### src/sha_pkg.sv
package sha_pkg;

    // Round constants
    localparam logic [31:0] K_TAB [64] = '{
        32'h428a2f98, 32'h71374491, 32'hb5c0fbcf, 32'he9b5dba5,
        32'h3956c25b, 32'h59f111f1, 32'h923f82a4, 32'hab1c5ed5,
        32'hd807aa98, 32'h12835b01, 32'h243185be, 32'h550c7dc3,
        32'h72be5d74, 32'h80deb1fe, 32'h9bdc06a7, 32'hc19bf174,
        32'he49b69c1, 32'hefbe4786, 32'h0fc19dc6, 32'h240ca1cc,
        32'h2de92c6f, 32'h4a7484aa, 32'h5cb0a9dc, 32'h76f988da,
        32'h983e5152, 32'ha831c66d, 32'hb00327c8, 32'hbf597fc7,
        32'hc6e00bf3, 32'hd5a79147, 32'h06ca6351, 32'h14292967,
        32'h27b70a85, 32'h2e1b2138, 32'h4d2c6dfc, 32'h53380d13,
        32'h650a7354, 32'h766a0abb, 32'h81c2c92e, 32'h92722c85,
        32'ha2bfe8a1, 32'ha81a664b, 32'hc24b8b70, 32'hc76c51a3,
        32'hd192e819, 32'hd6990624, 32'hf40e3585, 32'h106aa070,
        32'h19a4c116, 32'h1e376c08, 32'h2748774c, 32'h34b0bcb5,
        32'h391c0cb3, 32'h4ed8aa4a, 32'h5b9cca4f, 32'h682e6ff3,
        32'h748f82ee, 32'h78a5636f, 32'h84c87814, 32'h8cc70208,
        32'h90befffa, 32'ha4506ceb, 32'hbef9a3f7, 32'hc67178f2
    };

    localparam logic [31:0] H_INIT [8] = '{
        32'h6a09e667, 32'hbb67ae85, 32'h3c6ef372, 32'ha54ff53a,
        32'h510e527f, 32'h9b05688c, 32'h1f83d9ab, 32'h5be0cd19
    };

    localparam logic [7:0] PAD_BYTE = 8'h80;

    // Classified word passed from front to back
    typedef struct packed {
        logic [7:0] data;
        logic       present;
        logic       last;
    } t_cmd;

    typedef enum logic [2:0] {
        S_IDLE,
        S_LOAD,
        S_ROUND,
        S_ADD,
        S_PAD,
        S_OUT
    } t_state;

    function automatic logic [31:0] rotr(input logic [31:0] x, input int n);
        rotr = (x >> n) | (x << (32 - n));
    endfunction

endpackage

### src/sha_front.sv
// Input queue: two-entry FIFO that decouples the stream from the engine
module sha_front import sha_pkg::*; (
    input  logic       i_clk,
    input  logic       i_rst_n,
    input  logic       i_valid,
    output logic       o_ready,
    input  t_cmd       i_cmd,
    output logic       o_valid,
    input  logic       i_ready,
    output t_cmd       o_cmd
);
    t_cmd       r_mem [2];
    logic       r_wp, r_rp;
    logic [1:0] r_cnt;
    logic       w_push, w_pop;

    assign o_ready = (r_cnt != 2'd2);
    assign o_valid = (r_cnt != 2'd0);
    assign o_cmd   = r_mem[r_rp];
    assign w_push  = i_valid && o_ready;
    assign w_pop   = o_valid && i_ready;

    // Storage
    always_ff @(posedge i_clk) begin
        if (w_push) begin
            r_mem[r_wp] <= i_cmd;
        end
    end

    // Pointers and count
    always_ff @(posedge i_clk) begin
        if (!i_rst_n) begin
            r_wp  <= 1'b0;
            r_rp  <= 1'b0;
            r_cnt <= 2'd0;
        end else begin
            if (w_push) r_wp <= ~r_wp;
            if (w_pop)  r_rp <= ~r_rp;
            r_cnt <= r_cnt + {1'b0, w_push} - {1'b0, w_pop};
        end
    end

    a_cnt: assert property (@(posedge i_clk) disable iff (!i_rst_n)
        r_cnt != 2'd3) else $error("queue count overflow");
    a_wrap: assert property (@(posedge i_clk) disable iff (!i_rst_n)
        (r_cnt == 2'd0) |-> (r_wp == r_rp)) else $error("pointers disagree");
    a_full: assert property (@(posedge i_clk) disable iff (!i_rst_n)
        (r_cnt == 2'd2) |-> (r_wp == r_rp)) else $error("full pointers disagree");
endmodule

### src/sha_core.sv
// Block buffer, padding sequencer, round engine and digest output register
module sha_core import sha_pkg::*; (
    input  logic        i_clk,
    input  logic        i_rst_n,
    input  logic        i_valid,
    output logic        o_ready,
    input  t_cmd        i_cmd,
    output logic        o_valid,
    input  logic        i_ready,
    output logic [31:0] o_word,
    output logic [2:0]  o_index,
    output logic        o_last
);
    t_state      r_state, n_state;
    logic [31:0] r_blk [16];  // block buffer, big-endian words
    logic [31:0] n_blk [16];
    logic [5:0]  r_fill;
    logic [63:0] r_bits;
    logic [31:0] r_h [8];
    logic [31:0] r_v [8];
    logic [31:0] r_w [16];
    logic [5:0]  r_rnd;
    logic [3:0]  r_ld;
    logic        r_fin;     // message end pending
    logic        r_pad2;    // length still to be placed in a second block
    logic        r_lead;    // second block opens with the pad byte
    logic [2:0]  r_oi;
    logic        r_ov;

    logic        w_take;
    logic [5:0]  w_fill1;
    logic [5:0]  w_pos;
    logic [63:0] w_len;
    logic        w_full;
    logic [31:0] w_s0, w_s1, w_wn, w_t1, w_t2, w_wt;

    assign o_ready = (r_state == S_IDLE);
    assign w_take  = i_valid && o_ready;
    assign w_fill1 = r_fill + 6'd1;
    assign w_full  = i_cmd.present && (r_fill == 6'd63);
    // pad byte position and bit length after this word
    assign w_pos   = i_cmd.present ? w_fill1 : r_fill;
    assign w_len   = r_bits + (i_cmd.present ? 64'd8 : 64'd0);

    // Message schedule on a 16-word window
    assign w_s0 = rotr(r_w[1], 7) ^ rotr(r_w[1], 18) ^ (r_w[1] >> 3);
    assign w_s1 = rotr(r_w[14], 17) ^ rotr(r_w[14], 19) ^ (r_w[14] >> 10);
    assign w_wn = w_s1 + r_w[9] + w_s0 + r_w[0];
    assign w_wt = r_w[0];

    // One round
    assign w_t1 = r_v[7] + (rotr(r_v[4], 6) ^ rotr(r_v[4], 11) ^ rotr(r_v[4], 25))
                + ((r_v[4] & r_v[5]) ^ (~r_v[4] & r_v[6])) + K_TAB[r_rnd] + w_wt;
    assign w_t2 = (rotr(r_v[0], 2) ^ rotr(r_v[0], 13) ^ rotr(r_v[0], 22))
                + ((r_v[0] & r_v[1]) ^ (r_v[0] & r_v[2]) ^ (r_v[1] & r_v[2]));

    // Next state
    always_comb begin
        n_state = r_state;
        unique case (r_state)
            S_IDLE:  if (i_valid && (w_full || i_cmd.last)) n_state = S_LOAD;
            S_LOAD:  if (r_ld == 4'd15) n_state = S_ROUND;
            S_ROUND: if (r_rnd == 6'd63) n_state = S_ADD;
            S_ADD:   n_state = r_fin ? (r_pad2 ? S_PAD : S_OUT) : S_IDLE;
            S_PAD:   n_state = S_LOAD;
            S_OUT:   if (o_valid && i_ready && r_oi == 3'd7) n_state = S_IDLE;
            default: n_state = S_IDLE;
        endcase
    end

    // Outputs
    always_comb begin
        o_valid = r_ov;
        o_word  = r_h[r_oi];
        o_index = r_oi;
        o_last  = (r_oi == 3'd7);
    end

    // Next block contents: incoming byte, in-place padding, or the extra pad block
    always_comb begin
        n_blk = r_blk;
        if (w_take) begin
            for (int k = 0; k < 16; k++) begin
                for (int l = 0; l < 4; l++) begin
                    if (i_cmd.present && 6'(4 * k + l) == r_fill) begin
                        n_blk[k][31 - 8 * l -: 8] = i_cmd.data;
                    end
                    if (i_cmd.last && !w_full) begin
                        if (6'(4 * k + l) == w_pos) begin
                            n_blk[k][31 - 8 * l -: 8] = PAD_BYTE;
                        end else if (6'(4 * k + l) > w_pos) begin
                            n_blk[k][31 - 8 * l -: 8] = 8'h00;
                        end
                    end
                end
            end
            // length fits behind the pad byte
            if (i_cmd.last && !w_full && w_pos < 6'd56) begin
                n_blk[14] = w_len[63:32];
                n_blk[15] = w_len[31:0];
            end
        end else if (r_state == S_PAD) begin
            for (int k = 0; k < 14; k++) n_blk[k] = 32'h0;
            if (r_lead) n_blk[0] = {PAD_BYTE, 24'h0};
            n_blk[14] = r_bits[63:32];
            n_blk[15] = r_bits[31:0];
        end
    end

    // Block buffer
    always_ff @(posedge i_clk) begin
        r_blk <= n_blk;
    end

    // Control and datapath
    always_ff @(posedge i_clk) begin
        if (!i_rst_n) begin
            r_state <= S_IDLE;
            r_fill  <= 6'd0;
            r_bits  <= 64'd0;
            r_ld    <= 4'd0;
            r_rnd   <= 6'd0;
            r_fin   <= 1'b0;
            r_pad2  <= 1'b0;
            r_lead  <= 1'b0;
            r_oi    <= 3'd0;
            r_ov    <= 1'b0;
            for (int j = 0; j < 8; j++) r_h[j] <= H_INIT[j];
        end else begin
            r_state <= n_state;
            unique case (r_state)
                S_IDLE: begin
                    if (w_take) begin
                        if (i_cmd.present) begin
                            r_fill <= w_fill1;
                            r_bits <= r_bits + 64'd8;
                        end
                        r_fin <= i_cmd.last;
                        // full block with end: 0x80 opens a fresh block
                        // padded byte landed past 55: length needs a second block
                        r_pad2 <= i_cmd.last && (w_full || w_pos >= 6'd56);
                        r_lead <= i_cmd.last && w_full;
                        r_oi <= 3'd0;
                        r_ld <= 4'd0;
                        for (int j = 0; j < 8; j++) r_v[j] <= r_h[j];
                    end
                end
                S_LOAD: begin
                    r_w[r_ld] <= r_blk[r_ld];
                    r_ld <= r_ld + 4'd1;
                    r_rnd <= 6'd0;
                end
                S_ROUND: begin
                    for (int j = 0; j < 15; j++) r_w[j] <= r_w[j + 1];
                    r_w[15] <= w_wn;
                    r_v[7] <= r_v[6];
                    r_v[6] <= r_v[5];
                    r_v[5] <= r_v[4];
                    r_v[4] <= r_v[3] + w_t1;
                    r_v[3] <= r_v[2];
                    r_v[2] <= r_v[1];
                    r_v[1] <= r_v[0];
                    r_v[0] <= w_t1 + w_t2;
                    r_rnd <= r_rnd + 6'd1;
                end
                S_ADD: begin
                    for (int j = 0; j < 8; j++) r_h[j] <= r_h[j] + r_v[j];
                    r_fill <= 6'd0;
                    if (r_fin && !r_pad2) begin
                        r_ov <= 1'b1;
                        r_oi <= 3'd0;
                    end
                end
                S_PAD: begin
                    r_pad2 <= 1'b0;
                    r_oi   <= 3'd0;
                    r_ld   <= 4'd0;
                    for (int j = 0; j < 8; j++) r_v[j] <= r_h[j];
                end
                S_OUT: begin
                    if (o_valid && i_ready) begin
                        r_oi <= r_oi + 3'd1;
                        if (r_oi == 3'd7) begin
                            r_ov   <= 1'b0;
                            r_fin  <= 1'b0;
                            r_bits <= 64'd0;
                            for (int j = 0; j < 8; j++) r_h[j] <= H_INIT[j];
                        end
                    end
                end
                default: ;
            endcase
        end
    end

    a_out: assert property (@(posedge i_clk) disable iff (!i_rst_n)
        r_ov |-> (r_state == S_OUT)) else $error("output outside OUT");
    a_rnd: assert property (@(posedge i_clk) disable iff (!i_rst_n)
        (r_state == S_ROUND && r_rnd == 6'd63) |=> (r_state == S_ADD))
        else $error("round count slip");
    a_fill: assert property (@(posedge i_clk) disable iff (!i_rst_n)
        (r_state == S_ADD) |=> (r_fill == 6'd0)) else $error("fill not cleared");
endmodule

### src/sha256_byte_stream_hasher.sv
// Channel  Dir  tdata                         tuser
// s_axis   in   [7:0] msg_byte                [0] byte_present, tlast = msg_end
// m_axis   out  [31:0] digest_word            [2:0] word_index, tlast = digest_last
//
// A byte that does not fill a block passes through the queue into the block buffer.
// A full block is loaded, run through the rounds and added on the single round unit;
// message end adds one or two such compressions (a second one after the pad
// state), then eight output words.
// i_rst_n is synchronous, active low; it restores the initial hash values.
// Either side may stall; a two-word queue sits ahead of the engine.
module sha256_byte_stream_hasher import sha_pkg::*; (
    input  logic        i_clk,
    input  logic        i_rst_n,
    input  logic        s_axis_tvalid,
    output logic        s_axis_tready,
    input  logic [7:0]  s_axis_tdata,   // [7:0] msg_byte
    input  logic        s_axis_tuser,   // [0] byte_present
    input  logic        s_axis_tlast,
    output logic        m_axis_tvalid,
    input  logic        m_axis_tready,
    output logic [31:0] m_axis_tdata,   // [31:0] digest_word
    output logic [2:0]  m_axis_tuser,   // [2:0] word_index
    output logic        m_axis_tlast
);
    t_cmd w_in, w_q;
    logic w_qv, w_qr;

    assign w_in = '{data: s_axis_tdata, present: s_axis_tuser, last: s_axis_tlast};

    sha_front u_front (
        .i_clk(i_clk), .i_rst_n(i_rst_n),
        .i_valid(s_axis_tvalid), .o_ready(s_axis_tready), .i_cmd(w_in),
        .o_valid(w_qv), .i_ready(w_qr), .o_cmd(w_q)
    );

    sha_core u_core (
        .i_clk(i_clk), .i_rst_n(i_rst_n),
        .i_valid(w_qv), .o_ready(w_qr), .i_cmd(w_q),
        .o_valid(m_axis_tvalid), .i_ready(m_axis_tready),
        .o_word(m_axis_tdata), .o_index(m_axis_tuser), .o_last(m_axis_tlast)
    );
endmodule

### config.mk
export PLATFORM = sky130hd
export DESIGN_NAME = sha256_byte_stream_hasher
export DESIGN_NICKNAME = d
export VERILOG_FILES = /design/src/sha_pkg.sv /design/src/sha_front.sv /design/src/sha_core.sv /design/src/sha256_byte_stream_hasher.sv
export SDC_FILE = /design/constraint.sdc
export NUM_CORES = 2
export LEC_CHECK = 0
export BUFFER_PORTS_ARGS = -buffer_cell sky130_fd_sc_hd__buf_4
export CORE_MARGIN = 10
export CORE_UTILIZATION = 60
export CTS_BUF_LIST = sky130_fd_sc_hd__clkbuf_4 sky130_fd_sc_hd__clkbuf_8
export DETAILED_ROUTE_END_ITERATION = 8
export MAX_ROUTING_LAYER = met4
export PLACE_DENSITY_LB_ADDON = 0.08
export SETUP_SLACK_MARGIN = 0.05
export SYNTH_ARGS = -nofsm -noshare
export SYNTH_HDL_FRONTEND = slang
export SYNTH_SLANG_ARGS = --single-unit
### constraint.sdc
create_clock -name i_clk -period 16.6 [get_ports i_clk]
set_input_delay 0.83 -clock i_clk [delete_from_list [all_inputs] [get_ports i_clk]]
set_output_delay 0.83 -clock i_clk [all_outputs]
set_load 0.005 [all_outputs]
**Word level (Yosys, flattened, before mapping)**

Memory sizes are Yosys's and may differ from the RTL's. A register that Yosys moved wholly into a read port is not among the register bits.
Cells that the tools add are included.

- Divide/modulo/power cells: 0
- $add $sub $neg: 26
- Bitwise operators: 63
- Reduce and logical (&&, ||, !) cells: 101
- $mul: 0
- Shift operators: 0
- Mux-type cells: 359
- Equal/unequal tests: 145
- Order comparisons: 68

Operator list:

| cell | number |
|---|---|
| $mux 8 | 256 |
| $mux 32 | 38 |
| $mux 512 | 2 |
| $add 32x32->32 | 18 |
| $eq 6x6->1 const A | 64 |
| $mux 64 | 5 |
| $xor 32x32->32 | 9 |
| $eq 5x6->1 const A | 32 |
| $gt 6x6->1 const A | 32 |
| $and 32x32->32 | 5 |
| $bmux 32 s4 | 1 |
| $pmux 64 s2 | 1 |
| $eq 4x6->1 const A | 16 |
| $gt 5x6->1 const A | 16 |
| $logic_and 1x1->1 | 75 |
| $add 64x4->64 const B | 1 |
| $add 64x64->64 | 1 |
| $eq 3x6->1 const A | 8 |
| $gt 4x6->1 const A | 8 |
| $mux 1 | 33 |
| $not 32->32 | 1 |
| $or 1x1->1 | 32 |
| $or 10x32->32 | 1 |
| $or 13x32->32 | 1 |
| other kinds (53) | 106 |

- Memories: 5
- Bits in registers: 606
- Word-level logic and storage cells: 796
- Memory bits (writable): 1,044
- Bits in read-only memories: 2,048
- Bits in latches: 0

Memories:

| memory | depth | bits a word | rd ports | clocked after Yosys merged registers in | wr ports | line | RTL |
|---|---|---|---|---|---|---|---|
| (name not given) | 64 | 32 | 1 | 0 | 0 | sha_core.sv:53 | `+ ((r_v[4] & r_v[5]) ^ (~r_v[4] & r_v[6])) + K_TAB[r_rnd] + w_wt;` |
| u_core.r_w | 16 | 32 | 16 | 0 | 16 | sha_core.sv:21 | `logic [31:0] r_w [16];` |
| u_core.r_h | 8 | 32 | 9 | 1 | 8 | sha_core.sv:19 | `logic [31:0] r_h [8];` |
| u_core.r_v | 8 | 32 | 8 | 0 | 8 | sha_core.sv:20 | `logic [31:0] r_v [8];` |
| u_front.r_mem | 2 | 10 | 1 | 1 | 1 | sha_front.sv:12 | `t_cmd r_mem [2];` |

**Depth between registers and ports, before layout**

An unclocked memory read counts as a cell.

- Word-level depth: 11
- Mapped depth: 38

**By module**

A second synthesis with hierarchy kept.

- Cells, all modules: 10,595
- Area, all modules: 103,589.4 µm²

By module, submodules not included:

| module | area an instance (µm²) | instances | cells an instance |
|---|---|---|---|
| sha_core | 102,635.9 | 1 | 10,540 |
| sha_front | 953.4 | 1 | 55 |

**Worst setup path before layout**

Ideal clock, no wire load.

- Path kind: input-to-reg
- Start: in i_rst_n
- End: mem u_core.r_v[0][0] (enable)
- Data required time: 15.724 ns
- Arrival time: 12.204 ns
- Path slack: 3.520 ns
- Stages on the path: 4
- Cells stage by stage: clkbuf_1 -> clkbuf_1 -> nand2_1 -> nor3_1

RTL lines:

| what | line | RTL |
|---|---|---|
| from (decl) | sha256_byte_stream_hasher.sv:13 | `input logic i_rst_n,` |
| to (decl) | sha_core.sv:20 |  |

==> summary.md <==
| Metric | Value |
|---|---|
| Via/cell ratio | `6.58` |
| Via count | `84.1k` |
| Int Pwr | `0.0132 W` |
| CTS tree | `built` |
| Worst-path clk slew | `50 ps` |
| Port bufs | `51` |
| RSZ-0062 raised after global routing | `no` |
| Crit start category | `flip-flop` |
| Fmax | `89.9 MHz` |
| DIE WIDTH | `435 µm` |
| Layout cells sized above 1 | `10.3%` |
| Switching Share | `46.1%` |
| Critical path arrival | `11910 ps` |
| Clock Path Buffers | `4` |
| Hold Path Origin | `s_axis_tvalid` |
| Tot Pwr | `0.0245 W` |
| Clk pwr share | `16.2%` |
| Seq/Total Area, Yosys | `45.8%` |
| Area Growth Syn to Fin | `8.01%` |
| Worst Slack Setup Final | `5470 ps` |
| Post-CTS setup buffers | `0` |
| Routed length per placed instance | `27.6 µm` |
| Hold buffer count at cts | `10` |
| Post-route cell area | `112000 µm²` |
| Asr flop ratio synth | `0%` |
| Die Footprint | `189000 µm²` |
| Drt total wl | `352000 µm` |
| Min-delay worst type | `input pin to flip-flop` |
| R2r startpoint | `u_core.r_rnd[0]` |
| Cell area after synthesis | `103000 µm²` |
| Hold Path Depth | `4` |
| Syn_area_per_cell | `9.98 µm²` |
| Sw Pwr | `0.0113 W` |
| FF-to-FF End | `u_core.r_v[0][31]` |
| Fin crit period | `11130 ps` |
| Syn Inst Count | `10.4k` |
| Largest net degree at the start of global routing | `157` |
| Rows | `152` |
| R2r setup slk | `5470 ps` |
| CP required | `17380 ps` |
| Ys Warns | `0` |
| CP Max Fanout | `34` |
| Final Skew | `96.0 ps` |
| Hold Path End | `u_front.r_wp` |
| Max-cap check violation count | `0` |
| Most common cell after layout, fill and taps aside | `nand2_1` |
| Commonest cells after routing, fill and taps aside | `2216 x nand2_1, 1428 x edfxtp_1, 906 x nor2_1` |
| Post-route DRC | `0` |
| Run status | `finished clean` |
| Initial antenna violation count | `18` |
| Endpoints failing setup | `0` |
| Period utilization | `67.0%` |
| Top cell by count, worst path | `a21oi_1` |
| CTS Buf Count | `304` |
| Post-synth EDFFs | `1428` |
| Post-cts sizing count | `0` |
| Post-DP HPWL | `251000 µm` |
| First-pass GRT wire length | `520000 µm` |
| Setup TNS Final | `0 ps` |
| Worst reg2reg path depth | `33` |
| Pleak | `40.3 nW` |
| Area post-placement | `105000 µm²` |
| Critical path capture point type | `flip-flop` |
| Slew HR | `13.2%` |
| Peak supply drop | `0.000395 V` |
| Number of global-route vias before repair | `79.4k` |
| Starting Density | `60.3%` |
| Die H | `435 µm` |
| Nets@finish | `10.8k` |
| Pins Over Slew Limit | `0` |
| CTS Sinks | `1651` |
| Max stage delay cell, worst path | `nor4b_1` |
| Pwr/cell area | `220 nW/µm²` |
| Initial drt markers | `11.5k` |
| Synth Net Count | `11.0k` |
| Critical path type | `flip-flop to flip-flop` |
| Register bit total from synthesis | `1651` |
| First-pass DRT Iterations | `8` |
| H-tree Lvls | `5` |
| Flop pwr share | `26.0%` |
| Worst-Skew Late Latency | `1100 ps` |
| Comb pwr share | `57.8%` |
| Max incr delay on CP | `920 ps` |
| Core area | `171000 µm²` |
| Gr usage total | `37.0%` |
| Dominant synthesized flop cell | `edfxtp_1` |
| Slew @ Worst Pin | `1300 ps` |
| IO Count | `52` |
| Final hold vios | `0` |
| Gpl congestion | `1.04` |
| Antenna-violating nets left | `0` |
| Total grt overflow | `0` |
| Distinct cells, synth | `119` |
| Dpl ws | `5790 ps` |
| Clk root buf | `clkbuf_8` |
==> worst max-delay path: cells and delay by family, from the launching register on <==
| family | cells | cell delay, ps |
|---|---|---|
| fa+ha+maj | 7 | 3490 |
| compound gates | 16 | 3150 |
| simple gates | 4 | 1900 |
| buf+inv | 3 | 1010 |
| xor+xnor | 2 | 750 |
| flops | 1 | 300 |
| mux | 1 | 260 |
==> final cells by class <==
cell class	instances	area (µm²)
antenna	17	42.5
clock inverter	95	653
inverter	340	1290
multi-input combinational	7764	52700
tap	2310	2890
sequential	1651	47400
clock buffer	431	5290
fill	13654	59800
timing repair buffer	170	1330
==> Yosys cell counts (all sizes together), types with 21 or more instances <==
library cell     n  area (µm²)
edfxtp        1428       42900
nand4           39         244
buf             96         454
xor2           209        1860
o21a            65         488
and2            48         303
nand3          171         883
mux4           233        5250
maj3            26         260
o21ai          571        2900
fa             195        3900
o22ai           35         239
xnor2          396        3500
a211oi         468        3590
nor2           923        3540
nor2b           62         388
a21boi          21         161
clkbuf         501        1880
ha             409        5120
or3             48         305
mux2            39         439
o31ai           36         275
nand2         2230        8410
mux2i           54         553
o21bai          54         405
nand2b          68         425
a22o            24         210
inv            336        1260
and3            64         400
a21oi          517        2600
dfxtp          223        4460
a31oi           66         413
a211o           22         193
nor3           142         721
o211ai          63         473
nor4            23         178
or2             29         181
a21o           167        1250
==> per-layer routing <==
metal  track usage [%]  wire, µm
met1              50.2    139000
met2              53.3    154000
met3              8.61     41300
met4              16.4     18500
met5                 -         0
==> power groups by stage <==
stage / combinational (W) / clock, W / sequential [W]
after floorplan: 0.00979 / 0 / 0.00649
after global placement: 0.0135 / 0 / 0.00638
after detailed placement: 0.0137 / 0 / 0.00643
after CTS: 0.0138 / 0.00399 / 0.00635
after global routing: 0.0153 / 0.00417 / 0.00644
final: 0.0142 / 0.00397 / 0.00638
==> through the flow <==
step	hold slack (ps)	util [%]	cells
floorplan	441	-	10352
global placement	474	61.6	12225
detailed placement	480	61.6	12225
CTS	191	65.1	12761
global route	249	65.1	12776
finish	255	65.1	12778
==> sequential cells by signal, summed over array words and instances, names as in the netlist, named ones only <==
register	flops
u_core.r_v	256
u_core.r_lead	1
u_core.r_w	512
u_core.o_index	3
u_core.r_state	3
u_front.r_mem	20
u_front.r_cnt	2
u_core.r_pad2	1
u_core.r_bits	61
u_core.r_h	256
u_core.r_blk	512
u_core.r_rnd	6
u_core.o_valid	1
u_core.r_fill	6
u_front.r_rp	1
u_core.r_ld	4
u_core.r_fin	1
u_front.r_wp	1
==> how the worst max path moves through the flow <==
stage / from / to / slack [ps] / depth (start not counted)
2_1_floorplan: i_rst_n / u_core.r_v[0][0] / 3520 / 4
3_3_place_gp: u_core.r_rnd[0] / u_core.r_v[0][31] / 5810 / 33
3_5_place_dp: u_core.r_rnd[0] / u_core.r_v[0][31] / 5790 / 33
4_1_cts: u_core.r_rnd[0] / u_core.r_v[0][31] / 5770 / 33
5_1_grt: u_core.r_rnd[0] / u_core.r_v[0][31] / 5110 / 33
6_report: u_core.r_rnd[0] / u_core.r_v[0][31] / 5470 / 33
==> cells by family (layout without fill, tap and decap cells) <==
kind of cell             after synthesis  after routing  synth area share, %
AND/OR/NAND/NOR                     3906           3906                 15.9
AO/OA/AOI/OAI                       2295           2295                 14.5
flip-flops                          1651           1651                 45.8
buffers and inverters                937           1036                 3.50
adder cells (fa/ha/maj)              630            630                 8.99
XOR/XNOR                             607            607                 5.23
multiplexers                         326            326                 6.04
other                                  0             17                    0
No activity file was read; power rests on OpenSTA's default activity.
